`src/design/nuvf_pkg.sv`:
```
// Shared types and constants of the next unmarked value finder.
`default_nettype none
package nuvf_pkg;

  localparam int WORD_W = 32;
  localparam int BIT_W  = 5;
  localparam int VAL_W  = 11;

  typedef logic [WORD_W-1:0] word_t;
  typedef logic [BIT_W-1:0]  bit_t;
  typedef logic [VAL_W-1:0]  value_t;

  localparam logic OP_MARK  = 1'b0;
  localparam logic OP_QUERY = 1'b1;

  localparam value_t LIMIT_RST = 11'd1024;

  typedef struct packed {
    logic accept;
    logic clr_step;
    logic mark_rd;
    logic mark_wr;
    logic q_rd;
    logic q_next;
    logic out_load;
  } nuvf_cmd_t;

  typedef struct packed {
    logic op_query;
    logic mark_ok;
    logic word_last;
    logic miss;
    logic hit;
    logic at_lim;
    logic out_free;
  } nuvf_status_t;

endpackage
`default_nettype wire

```
`src/design/nuvf_ram.sv`:
```
// Generic single-write, single-read RAM with a registered read port.
`default_nettype none
module nuvf_ram #(
  parameter int WIDTH = 32,
  parameter int DEPTH = 32
) (
  input  wire logic                                       clk_i,
  input  wire logic                                       we_i,
  input  wire logic [((DEPTH > 1) ? $clog2(DEPTH) : 1)-1:0] waddr_i,
  input  wire logic [WIDTH-1:0]                           wdata_i,
  input  wire logic                                       re_i,
  input  wire logic [((DEPTH > 1) ? $clog2(DEPTH) : 1)-1:0] raddr_i,
  output logic      [WIDTH-1:0]                           rdata_o
);

  logic [WIDTH-1:0] mem_q [DEPTH];
  logic [WIDTH-1:0] rdata_q;

  always_ff @(posedge clk_i) begin
    if (we_i) begin
      mem_q[waddr_i] <= wdata_i;
    end
    if (re_i) begin
      rdata_q <= mem_q[raddr_i];
    end
  end

  assign rdata_o = rdata_q;

endmodule
`default_nettype wire

```
`src/design/nuvf_ctrl.sv`:
```
// Controller state machine for clearing, marking and scanning the bitmap.
`default_nettype none
module nuvf_ctrl (
  input  wire logic                   clk_i,
  input  wire logic                   rst_ni,
  input  wire logic                   in_valid_i,
  input  wire nuvf_pkg::nuvf_status_t status_i,
  output nuvf_pkg::nuvf_cmd_t         cmd_o,
  output logic                        in_stall_o
);

  localparam logic [2:0] S_CLEAR = 3'd0;
  localparam logic [2:0] S_IDLE  = 3'd1;
  localparam logic [2:0] S_MRD   = 3'd2;
  localparam logic [2:0] S_MWR   = 3'd3;
  localparam logic [2:0] S_QRD   = 3'd4;
  localparam logic [2:0] S_QCHK  = 3'd5;

  logic [2:0] state_q, state_d;

  always_comb begin
    state_d = state_q;
    cmd_o   = '0;
    case (state_q)
      S_CLEAR: begin
        cmd_o.clr_step = 1'b1;
        if (status_i.word_last) begin
          state_d = S_IDLE;
        end
      end
      S_IDLE: begin
        if (in_valid_i) begin
          cmd_o.accept = 1'b1;
          if (status_i.op_query) begin
            state_d = S_QRD;
          end else if (status_i.mark_ok) begin
            state_d = S_MRD;
          end
        end
      end
      S_MRD: begin
        cmd_o.mark_rd = 1'b1;
        state_d       = S_MWR;
      end
      S_MWR: begin
        cmd_o.mark_wr = 1'b1;
        state_d       = S_IDLE;
      end
      S_QRD: begin
        if (status_i.miss) begin
          if (status_i.out_free) begin
            cmd_o.out_load = 1'b1;
            state_d        = S_IDLE;
          end
        end else begin
          cmd_o.q_rd = 1'b1;
          state_d    = S_QCHK;
        end
      end
      S_QCHK: begin
        if (status_i.hit || status_i.at_lim) begin
          if (status_i.out_free) begin
            cmd_o.out_load = 1'b1;
            state_d        = S_IDLE;
          end
        end else begin
          cmd_o.q_next = 1'b1;
        end
      end
      default: begin
        state_d = S_IDLE;
      end
    endcase
  end

  always_ff @(posedge clk_i or negedge rst_ni) begin
    if (!rst_ni) begin
      state_q <= S_CLEAR;
    end else begin
      state_q <= state_d;
    end
  end

  assign in_stall_o = (state_q != S_IDLE);

endmodule
`default_nettype wire

```
`src/design/nuvf_dp.sv`:
```
// Datapath with the bitmap memory, scan logic, limit register and output register.
`default_nettype none
module nuvf_dp #(
  parameter int VALUE_SPACE = 1024
) (
  input  wire logic                          clk_i,
  input  wire logic                          rst_ni,
  input  wire nuvf_pkg::nuvf_cmd_t           cmd_i,
  output nuvf_pkg::nuvf_status_t             status_o,
  input  wire logic                          opcode_i,
  input  wire logic [nuvf_pkg::VAL_W-1:0]    item_value_i,
  input  wire logic                          cfg_we_i,
  input  wire logic [nuvf_pkg::VAL_W-1:0]    cfg_wdata_i,
  input  wire logic                          out_stall_i,
  output logic                               out_valid_o,
  output logic                               found_o,
  output logic      [nuvf_pkg::VAL_W-1:0]    answer_value_o
);

  localparam int NWORDS = (VALUE_SPACE + nuvf_pkg::WORD_W - 1) / nuvf_pkg::WORD_W;
  localparam int AW     = (NWORDS > 1) ? $clog2(NWORDS) : 1;
  localparam int VSB    = $clog2(VALUE_SPACE + 1);
  localparam int CW     = (VSB > nuvf_pkg::VAL_W) ? VSB : nuvf_pkg::VAL_W;

  typedef logic [CW-1:0] val_t;
  typedef logic [AW-1:0] waddr_t;

  val_t                 vs_c, item_ext, start_c, idx_c, cfg_lim_c, lim_c, lim_m1_c, cand_c;
  logic                 mark_ok_c, res_found_c;
  nuvf_pkg::value_t     upper_limit_q;
  waddr_t               word_q, lim_word_q, rd_addr_c;
  nuvf_pkg::bit_t       bit_q, pos_c;
  logic                 first_q, miss_q;
  val_t                 lim_q;
  nuvf_pkg::word_t      rdata_c, mask_lo_c, free_c, wdata_c;
  logic                 we_c, re_c;
  logic                 out_valid_q, found_q;
  nuvf_pkg::value_t     answer_q;

  assign vs_c      = val_t'(VALUE_SPACE);
  assign item_ext  = val_t'(item_value_i);
  assign start_c   = (item_ext == '0) ? val_t'(1) : item_ext;
  assign idx_c     = start_c - val_t'(1);
  assign mark_ok_c = (item_ext != '0) && (item_ext <= vs_c);
  assign cfg_lim_c = val_t'(upper_limit_q);
  assign lim_c     = (cfg_lim_c > vs_c) ? vs_c : cfg_lim_c;
  assign lim_m1_c  = lim_c - val_t'(1);

  always_ff @(posedge clk_i or negedge rst_ni) begin
    if (!rst_ni) begin
      upper_limit_q <= nuvf_pkg::LIMIT_RST;
    end else if (cfg_we_i) begin
      upper_limit_q <= cfg_wdata_i;
    end
  end

  always_ff @(posedge clk_i or negedge rst_ni) begin
    if (!rst_ni) begin
      word_q <= '0;
    end else if (cmd_i.accept) begin
      word_q <= idx_c[AW+nuvf_pkg::BIT_W-1:nuvf_pkg::BIT_W];
    end else if (cmd_i.clr_step || cmd_i.q_next) begin
      word_q <= word_q + waddr_t'(1);
    end
  end

  always_ff @(posedge clk_i) begin
    if (cmd_i.accept) begin
      bit_q      <= idx_c[nuvf_pkg::BIT_W-1:0];
      first_q    <= 1'b1;
      lim_q      <= lim_c;
      lim_word_q <= lim_m1_c[AW+nuvf_pkg::BIT_W-1:nuvf_pkg::BIT_W];
      miss_q     <= (start_c > lim_c);
    end else if (cmd_i.q_next) begin
      first_q    <= 1'b0;
    end
  end

  assign re_c      = cmd_i.mark_rd || cmd_i.q_rd || cmd_i.q_next;
  assign rd_addr_c = cmd_i.q_next ? (word_q + waddr_t'(1)) : word_q;
  assign we_c      = cmd_i.clr_step || cmd_i.mark_wr;
  assign wdata_c   = cmd_i.mark_wr ? (rdata_c | (nuvf_pkg::word_t'(1) << bit_q)) : '0;

  nuvf_ram #(
    .WIDTH (nuvf_pkg::WORD_W),
    .DEPTH (NWORDS)
  ) u_bitmap (
    .clk_i   (clk_i),
    .we_i    (we_c),
    .waddr_i (word_q),
    .wdata_i (wdata_c),
    .re_i    (re_c),
    .raddr_i (rd_addr_c),
    .rdata_o (rdata_c)
  );

  assign mask_lo_c = (nuvf_pkg::word_t'(1) << bit_q) - nuvf_pkg::word_t'(1);
  assign free_c    = ~(rdata_c | (first_q ? mask_lo_c : '0));

  always_comb begin
    pos_c = '0;
    for (int i = nuvf_pkg::WORD_W - 1; i >= 0; i--) begin
      if (free_c[i]) begin
        pos_c = nuvf_pkg::bit_t'(i);
      end
    end
  end

  assign cand_c      = val_t'({word_q, pos_c}) + val_t'(1);
  assign res_found_c = !miss_q && (|free_c) && (cand_c <= lim_q);

  always_ff @(posedge clk_i or negedge rst_ni) begin
    if (!rst_ni) begin
      out_valid_q <= 1'b0;
    end else if (cmd_i.out_load) begin
      out_valid_q <= 1'b1;
    end else if (!out_stall_i) begin
      out_valid_q <= 1'b0;
    end
  end

  always_ff @(posedge clk_i) begin
    if (cmd_i.out_load) begin
      found_q  <= res_found_c;
      answer_q <= res_found_c ? cand_c[nuvf_pkg::VAL_W-1:0] : '0;
    end
  end

  assign out_valid_o    = out_valid_q;
  assign found_o        = found_q;
  assign answer_value_o = answer_q;

  assign status_o.op_query  = (opcode_i == nuvf_pkg::OP_QUERY);
  assign status_o.mark_ok   = mark_ok_c;
  assign status_o.word_last = (word_q == waddr_t'(NWORDS - 1));
  assign status_o.miss      = miss_q;
  assign status_o.hit       = |free_c;
  assign status_o.at_lim    = (word_q == lim_word_q);
  assign status_o.out_free  = !out_valid_q || !out_stall_i;

endmodule
`default_nettype wire

```
`src/design/next_unmarked_value_finder.sv`:
```
// Top level of the next unmarked value finder.
// The block keeps one mark bit per value 1..VALUE_SPACE in a memory of 32-bit words.
// After reset a clearing pass writes every word once, while in_stall_o stays high;
// the limit register can be written during that time. A mark transaction steps
// through accept, word read and word write; a mark outside 1..VALUE_SPACE is only
// accepted. A query transaction steps through accept and a first word read, then
// checks each bitmap word scanned, from the word of the start value up to the first
// word with a free bit or the word of the limit; a query whose start lies above the
// limit loads its result without a word read. The scan rate is set by the one
// read port of the bitmap memory. Results wait in an output register, so a waiting
// result holds the block only when the next query finishes before it is taken.
`default_nettype none
module next_unmarked_value_finder #(
  parameter int VALUE_SPACE = 1024
) (
  input  wire logic                          clk_i,
  input  wire logic                          rst_ni,
  input  wire logic                          in_valid_i,
  output logic                               in_stall_o,
  input  wire logic                          opcode_i,
  input  wire logic [nuvf_pkg::VAL_W-1:0]    item_value_i,
  input  wire logic                          cfg_we_i,
  input  wire logic [nuvf_pkg::VAL_W-1:0]    cfg_wdata_i,
  output logic                               out_valid_o,
  input  wire logic                          out_stall_i,
  output logic                               found_o,
  output logic      [nuvf_pkg::VAL_W-1:0]    answer_value_o
);

  nuvf_pkg::nuvf_cmd_t    cmd;
  nuvf_pkg::nuvf_status_t status;

  nuvf_ctrl u_ctrl (
    .clk_i      (clk_i),
    .rst_ni     (rst_ni),
    .in_valid_i (in_valid_i),
    .status_i   (status),
    .cmd_o      (cmd),
    .in_stall_o (in_stall_o)
  );

  nuvf_dp #(
    .VALUE_SPACE (VALUE_SPACE)
  ) u_dp (
    .clk_i          (clk_i),
    .rst_ni         (rst_ni),
    .cmd_i          (cmd),
    .status_o       (status),
    .opcode_i       (opcode_i),
    .item_value_i   (item_value_i),
    .cfg_we_i       (cfg_we_i),
    .cfg_wdata_i    (cfg_wdata_i),
    .out_stall_i    (out_stall_i),
    .out_valid_o    (out_valid_o),
    .found_o        (found_o),
    .answer_value_o (answer_value_o)
  );

`ifndef SYNTH
  assert property (@(posedge clk_i) disable iff (!rst_ni)
    out_valid_o && found_o |-> (answer_value_o != '0) &&
                               (32'(answer_value_o) <= VALUE_SPACE))
    else $error("Found result is outside the value space.");

  assert property (@(posedge clk_i) disable iff (!rst_ni)
    out_valid_o && !found_o |-> (answer_value_o == '0))
    else $error("Not-found result carries a nonzero value.");

  assert property (@(posedge clk_i) disable iff (!rst_ni)
    $rose(out_valid_o) |-> $past(in_stall_o))
    else $error("Result appeared without a query in progress.");
`endif

endmodule
`default_nettype wire

```
`config.mk`:
```
export PLATFORM = sky130hd
export DESIGN_NAME = next_unmarked_value_finder
export DESIGN_NICKNAME = d
export VERILOG_FILES = /design/src/design/nuvf_pkg.sv /design/src/design/nuvf_ram.sv /design/src/design/nuvf_ctrl.sv /design/src/design/nuvf_dp.sv /design/src/design/next_unmarked_value_finder.sv
export SDC_FILE = /design/constraint.sdc
export NUM_CORES = 2
export LEC_CHECK = 0
export BUFFER_PORTS_ARGS = -buffer_cell sky130_fd_sc_hd__buf_2
export CAP_MARGIN = 30
export CORE_AREA = 2 2 448 228
export CTS_CLUSTER_DIAMETER = 40
export DETAILED_ROUTE_END_ITERATION = 10
export DIE_AREA = 0 0 450 230
export PLACE_DENSITY = 0.79
export SLEW_MARGIN = 20
export SYNTH_ARGS = -nofsm -noshare
export SYNTH_HDL_FRONTEND = slang
export SYNTH_SLANG_ARGS = --single-unit
```
`constraint.sdc`:
```
create_clock -name clk_i -period 12.9 [get_ports clk_i]
set_clock_uncertainty 0.2 [all_clocks]
set_input_delay 1.935 -clock clk_i [delete_from_list [all_inputs] [get_ports clk_i]]
set_output_delay 1.935 -clock clk_i [all_outputs]
set_load 0.02 [all_outputs]
```
======== Word-level counts from Yosys, hierarchy flattened ========
Memory sizes are Yosys's and may differ from the RTL's. A register that Yosys moved wholly into a read port is not among the register bits.
Cells that the tools add are included.
word-level totals
  flip-flop bits (word level) ............. 55
  memory bits (writable) .................. 1024
  word-level logic and storage cells ...... 120
  memories ................................ 1
operators by class
  add/subtract/negate cells ............... 5
  order comparisons ....................... 4
  eq/ne operators ......................... 13
  shift operators ......................... 1
  mux-type cells .......................... 64
  bitwise operators ....................... 3
  reduce and logical (&&, ||, !) cells .... 18
memory list
  memory               words  width  rd ports  clocked after Yosys merged registers in  wr ports  line            source
  u_dp.u_bitmap.mem_q  32     32     1         1                                        1         nuvf_ram.sv:16  logic [WIDTH-1:0] mem_q [DEPTH];
operators by type and width
  cell                                                                    number
  5-bit two-way mux                                                       35
  32-bit two-way mux                                                      2
  32-bit bitwise OR                                                       2
  32-bit NOT                                                              1
  32-bit OR reduction                                                     1
  1-bit by 5-bit left shift with 32-bit output (first input constant)     1
  32-bit by 1-bit subtractor with 32-bit output (second input constant)   1
  11-bit two-way mux                                                      2
  3-bit two-way mux                                                       7
  10-bit by 1-bit subtractor with 10-bit output (second input constant)   2
  1-bit two-way mux                                                       16
  3-bit case mux with 5 select lines                                      1
  10-bit by 1-bit adder with 11-bit output (second input constant)        1
  11-bit > comparator                                                     1
  11-bit > comparator (second input constant)                             1
  11-bit less-or-equal comparator                                         1
  11-bit less-or-equal comparator (second input constant)                 1
  11-bit zero test                                                        1
  11-bit nonzero test                                                     1
  3-bit by 2-bit equality test with 1-bit output (second input constant)  2
  3-bit equality test (second input constant)                             2
  1-bit logical OR                                                        6
  5-bit by 1-bit adder with 5-bit output (second input constant)          1
  5-bit equality test                                                     1
  other kinds (12)                                                        18

======== Logic depth before layout (Yosys ltp) ========
  depth in word-level cells ............... 40
  mapped depth ............................ 30

======== Cells and area by module ========
Synthesis repeated with hierarchy kept, for this count alone.
second synthesis, totals
  cell total of the unflattened synthesis .. 2920
  area, all modules ....................... 46344.4 um2
modules (own cells, without submodules)
  module     times used  cells an instance  area each (um2)  sequential area each (um2)
  nuvf_ram   1           2260               40805.4          31710.4
  nuvf_dp    1           629                5297.6           1467.7
  nuvf_ctrl  1           31                 241.5            75.1

======== Worst setup path after synthesis ========
OpenSTA, ideal clock, no wires.
  path kind ............................... reg-to-reg
  start point ............................. reg u_dp.bit_q[2]
  end point ............................... reg u_dp.answer_q[9], in the netlist u_dp.answer_value_o[9], data pin
  setup time .............................. 0.260 ns
  arrival time ............................ 5.833 ns
  path slack .............................. 6.607 ns
  cell stages (with the launch flop) ...... 27
  buffers on the path ..................... 4
  period minus slack after synthesis ...... 6.293 ns
  cell sequence ........................... edfxtp_1 > buf_2 > buf_2 > buf_1 > nor3b_1 > nand2_1 > ha_1 > or4_1 > a21o_1 > a21oi_1 > nor3_1 > or4b_2 > nor4_1 > a211o_1 > ha_1 > and4_1 > nand4_1 > xnor2_1 > ha_1 > nand3_1 > a211o_1 > a21oi_1 > or3_1 > clkbuf_1 > inv_1 > and2_1 > mux2_2
on the way
  longest elaborated chain between the ends .. 40
  elaborated cells on any way between the ends .. 42
  classes of those cells .................. 2 x add/sub; 1 x order compare; 1 x shift; 33 x mux; 2 x bitwise; 3 x reduce/logical
ends and longest elaborated chain
  element                                          line            source
  start: declaration                               nuvf_dp.sv:32   nuvf_pkg::bit_t bit_q, pos_c;
  start signal: assignment                         nuvf_dp.sv:69   bit_q <= idx_c[nuvf_pkg::BIT_W-1:0];
  1-bit by 5-bit left shift with 32-bit output *   nuvf_dp.sv:97   assign mask_lo_c = (nuvf_pkg::word_t'(1) << bit_q) - nuvf_pkg::word_t'(1);
  32-bit by 1-bit subtractor with 32-bit output *  nuvf_dp.sv:97
  32-bit two-way mux *                             nuvf_dp.sv:98   assign free_c = ~(rdata_c | (first_q ? mask_lo_c : '0));
  32-bit bitwise OR *                              nuvf_dp.sv:98
  32-bit NOT *                                     nuvf_dp.sv:98
  5-bit two-way mux (31 in a row)                  nuvf_dp.sv:103  if (free_c[i]) begin
  5-bit two-way mux *                              nuvf_dp.sv:103
  10-bit by 1-bit adder with 11-bit output *       nuvf_dp.sv:109  assign cand_c = val_t'({word_q, pos_c}) + val_t'(1);
  net u_dp.cand_c[8]                               nuvf_dp.sv:28   val_t vs_c, item_ext, start_c, idx_c, cfg_lim_c, lim_c, lim_m1_c, cand_c;
  11-bit less-or-equal comparator *                nuvf_dp.sv:110  assign res_found_c = !miss_q && (|free_c) && (cand_c <= lim_q);
  1-bit logical AND *                              nuvf_dp.sv:110
  net u_dp.res_found_c                             nuvf_dp.sv:29   logic mark_ok_c, res_found_c;
  end signal: assignment                           nuvf_dp.sv:125  answer_q <= res_found_c ? cand_c[nuvf_pkg::VAL_W-1:0] : '0;
  end: declaration                                 nuvf_dp.sv:38   nuvf_pkg::value_t answer_q;
The timed path passes the listed nets; every way through them passes the cells marked *.
A chain may end at the register's enable or synchronous reset.

======== Worst setup path after layout ========
  start point ............................. reg u_dp.bit_q[2]
  end point ............................... reg u_dp.u_bitmap.rdata_q[28], in the netlist u_dp.u_bitmap.rdata_o[28] (read register of u_dp.u_bitmap.mem_q), data pin
on the way
  longest elaborated chain between the ends .. 10
  elaborated cells on any way between the ends .. 11
  classes of those cells .................. 1 x add/sub; 1 x shift; 4 x mux; 2 x bitwise; 3 x reduce/logical
ends and longest elaborated chain
  element                                                line                          source
  1-bit by 5-bit left shift with 32-bit output *         nuvf_dp.sv:97
  32-bit by 1-bit subtractor with 32-bit output *        nuvf_dp.sv:97
  32-bit two-way mux *                                   nuvf_dp.sv:98
  32-bit bitwise OR *                                    nuvf_dp.sv:98
  32-bit NOT *                                           nuvf_dp.sv:98
  32-bit OR reduction *                                  nuvf_dp.sv:137                assign status_o.hit = |free_c;
  1-bit logical OR *                                     nuvf_ctrl.sv:61               if (status_i.hit || status_i.at_lim) begin
  1-bit two-way mux *                                    nuvf_ctrl.sv:61
  1-bit two-way mux *                                    nuvf_ctrl.sv:24               case (state_q)
  5-bit two-way mux or 1-bit logical OR (tied branches)  nuvf_dp.sv:80, nuvf_dp.sv:79
  end: declaration                                       nuvf_ram.sv:17                logic [WIDTH-1:0] rdata_q;
Every way passes the cells marked *; elsewhere a longest branch is shown, timed or not.

==> results.json <==
{
  "status": "finished, final reports clean",
  "cts-root-buf": "clkbuf_16",
  "clk_pin_slew_worst_paths_ns": 0.07,
  "worstMarginPinSlew_ns": 1.29,
  "rsz0062_at_grt": "no",
  "grt-ovfl-total": 0,
  "dr_wl_met3_mm": 21.9,
  "layout-area-overhead-vs-synth_pct": 9.44,
  "drt-met1-wl_mm": 71.3,
  "placed_area_um2": 59000,
  "path_buf_inv": 6,
  "ys.warnings.count": 0,
  "nets": 4133,
  "ys_types": 76,
  "p_sw_share_pct": 38.0,
  "die_w_um": 450,
  "drive_gt1_share_pct": 16.0,
  "final_common_cell": "mux2i_1",
  "synth_seq_cells": 1111,
  "crit_family": "buffers and inverters",
  "maxCapViolations": 0,
  "yosysTopAreaCell": "edfxtp_1",
  "die_area_um2": 104000,
  "period_minus_slack_ns": 7.54,
  "mostFrequentLayoutCells": "mux2i_1 (1,141), edfxtp_1 (1,090), nand2_1 (309), mux2_2 (268), o211ai_1 (259)",
  "synthAdderAreaFrac_pct": 0.656,
  "cts_tree": "built",
  "cp.arrival_ns": 7.93,
  "worst_hold_slack_ns": 0.337,
  "synth_xor_area_share_pct": 0.459,
  "synth_cells": 4132,
  "switching_power_mw": 5.23,
  "io_pins": 42,
  "detail_route.wl_per_cell_um": 29.8,
  "start_util_pct": 57.6,
  "crit_required_ns": 13.29,
  "max_freq_mhz": 133,
  "pwr-share-comb_pct": 43.1,
  "path_class": "register to register",
  "ys.flop_type": "edfxtp_1",
  "setup_viol": 0,
  "design_area_um2": 62600,
  "p_clk_share_pct": 22.8,
  "htree_num_levels": 3,
  "power.total_mw": 13.8,
  "synth_area_leaders": "edfxtp_1 (57%), mux2i_1 (20%), mux2_2 (5.3%), o211ai_1 (3.4%), nand2_1 (2.0%)",
  "synth-edff-count": 1090,
  "vias": 37617,
  "cpMostUsedCell": "buf_4",
  "drc": 0,
  "top_layer": "met5",
  "gp_congestion": 0.976,
  "slowest_delay_ns": 0.85,
  "synthSimpleGateAreaFrac_pct": 4.74,
  "period_share_pct": 58.5,
  "postCtsSetupBuffers": 0,
  "grt_usage_pct": 31.1,
  "io_buffers": 41,
  "postRouteAntennaNets": 0,
  "tns_ns": 0,
  "start_kind": "register",
  "fp-row-count": 82,
  "cts_hold_buf": 0,
  "min_path_type": "register to register",
  "syn_avg_cell_area_um2": 13.8,
  "slew_headroom_pct": 13.8,
  "synth-async-reset-ratio_pct": 1.80,
  "route.final.wire_length_mm": 164,
  "irDropWorstVdd_mv": 0.383,
  "post_cts_resized": 0,
  "synth_compound_area_share_pct": 7.70,
  "p_leak_nw": 21.7,
  "clock_latency_ns": 0.73,
  "cts.sinks": 1111,
  "coreArea_um2": 99300,
  "slew_violations": 0,
  "antenna_found_initial": 3,
  "clk_path_buf_depth": 3,
  "dr.pass1.iters": 7,
  "cp_slowest_cell": "buf_4",
  "hold_viol_final": 0,
  "critPathMaxFanout": 129,
  "grt_pass1_vias": 34973,
  "wl_met2_mm": 66.1,
  "viasPerCell": 6.83,
  "cp_cell_sequence": "buf_4, nor3b_1, nand2_1, ha_1, inv_1, nor3_2, o31ai_1, nor4_2, nand4_1, nor2_4, buf_4, buf_16, buf_12, buf_4, mux2i_1, mux2i_1, a32oi_1, and4_1",
  "synth_nets": 4190,
  "end_kind": "register",
  "grt_start_max_net_pins": 194,
  "p_int_mw": 8.53,
  "seqPwrFrac_pct": 34.0,
  "ys_seq_area_share_pct": 58.2,
  "grt_pass1_wl_mm": 237,
  "synthMuxAreaShare_pct": 25.4,
  "die_height_um": 230,
  "drt_iter0_markers": 5553,
  "synth_top_area_share_pct": 57.2,
  "numCtsBuffers": 105,
  "syn-cell-area_um2": 57200,
  "post-dp-hpwl_mm": 88.4,
  "powerDensity_nw_per_um2": 220,
  "synth_top_family_by_area": "multiplexers"
}
metrics by stage:
step | setup WS (ns) | instances | utilization (%)
floorplan | 6.61 | 4132 | -
global placement | 5.61 | 5295 | 59.2
detailed placement | 5.37 | 5306 | 59.4
CTS | 5.33 | 5500 | 62.9
global route | 4.95 | 5506 | 63.0
finish | 5.36 | 5507 | 63.0
cell usage after synthesis (12+ instances only):
library cell	count
nand3_1	23
a21oi_1	81
buf_1	15
mux2i_1	1141
clkbuf_1	181
and4_1	33
mux2_2	268
buf_2	89
ha_1	30
a31oi_1	20
xnor2_1	16
inv_1	42
nand2_1	309
a32oi_1	129
o211ai_1	259
edfxtp_1	1090
nor3_1	16
xor2_1	14
nor2_1	112
o21ai_0	27
dfrtp_1	19
or3_1	12
buf_4	24
nor2b_1	12
power by group through the flow:
stage	combinational, mW	clock, mW	sequential (mW)
global placement	5.67	0	4.74
detailed placement	5.77	0	4.75
global route	6.22	3.30	4.70
floorplan	4.25	0	4.63
CTS	5.80	3.16	4.67
finish	5.94	3.14	4.68
worst reg2reg max path: cells and delay by family, from the launching register on:
family                     cells  cell delay, ns
buffers and inverters          6            2.85
and+or+nand+nor                7            2.30
adders and majority gates      1            0.70
AOI/OAI and AO/OA              2            0.52
muxes                          2            0.50
DFF                            1            0.33
area by class of cell:
class / instances / area (µm²)
Antenna cell: 1 / 2.50
Clock buffer: 126 / 2730
Clock inverter: 68 / 694
Fill cell: 7213 / 36700
Inverter: 43 / 169
Multi-Input combinational cell: 2659 / 22700
Sequential cell: 1111 / 33300
Tap cell: 1344 / 1680
Timing Repair Buffer: 155 / 1340
layer usage:
metal,vias up,GRT usage (%)
met4,4,8.77
met1,18778,48.8
li1,16123,-
met3,337,8.40
met5,-,0
met2,2375,41.9
flip-flops by register name, indices dropped and copies added, names as in the netlist, 3 cells and up:
register,flops
u_dp.lim_word_q,5
u_dp.bit_q,5
u_dp.lim_q,11
u_dp.cfg_lim_c,11
u_dp.u_bitmap.mem_q,1024
u_ctrl.state_q,3
u_dp.word_q,5
u_dp.answer_value_o,11
u_dp.u_bitmap.rdata_o,32
path summary, 6_finish.rpt:
| check | from | end | slack (ns) | depth (start not counted) |
|---|---|---|---|---|
| worst max-delay path | u_dp.bit_q[2] | u_dp.u_bitmap.rdata_o[28] | 5.36 | 18 |
| worst min-delay path | u_dp.out_valid_o | u_dp.out_valid_o | 0.34 | 2 |
| worst max register to register | u_dp.bit_q[2] | u_dp.u_bitmap.rdata_o[28] | 5.36 | 18 |
| worst min register to register | u_dp.out_valid_o | u_dp.out_valid_o | 0.34 | 2 |
| max in group asynchronous | rst_ni | u_dp.word_q[1] | 11.17 | 1 |
| min in group asynchronous | rst_ni | u_dp.cfg_lim_c[6] | 0.96 | 1 |
kinds of logic (layout without fill, tap and decap cells):
kind of cell	after synthesis	after routing
flops	1111	1111
mux	1414	1414
fa+ha+maj	30	30
simple gates	584	584
other cells	0	1
xor+xnor	30	30
buf+inv	362	392
compound gates	601	601
No activity file was read; power rests on OpenSTA's default activity.
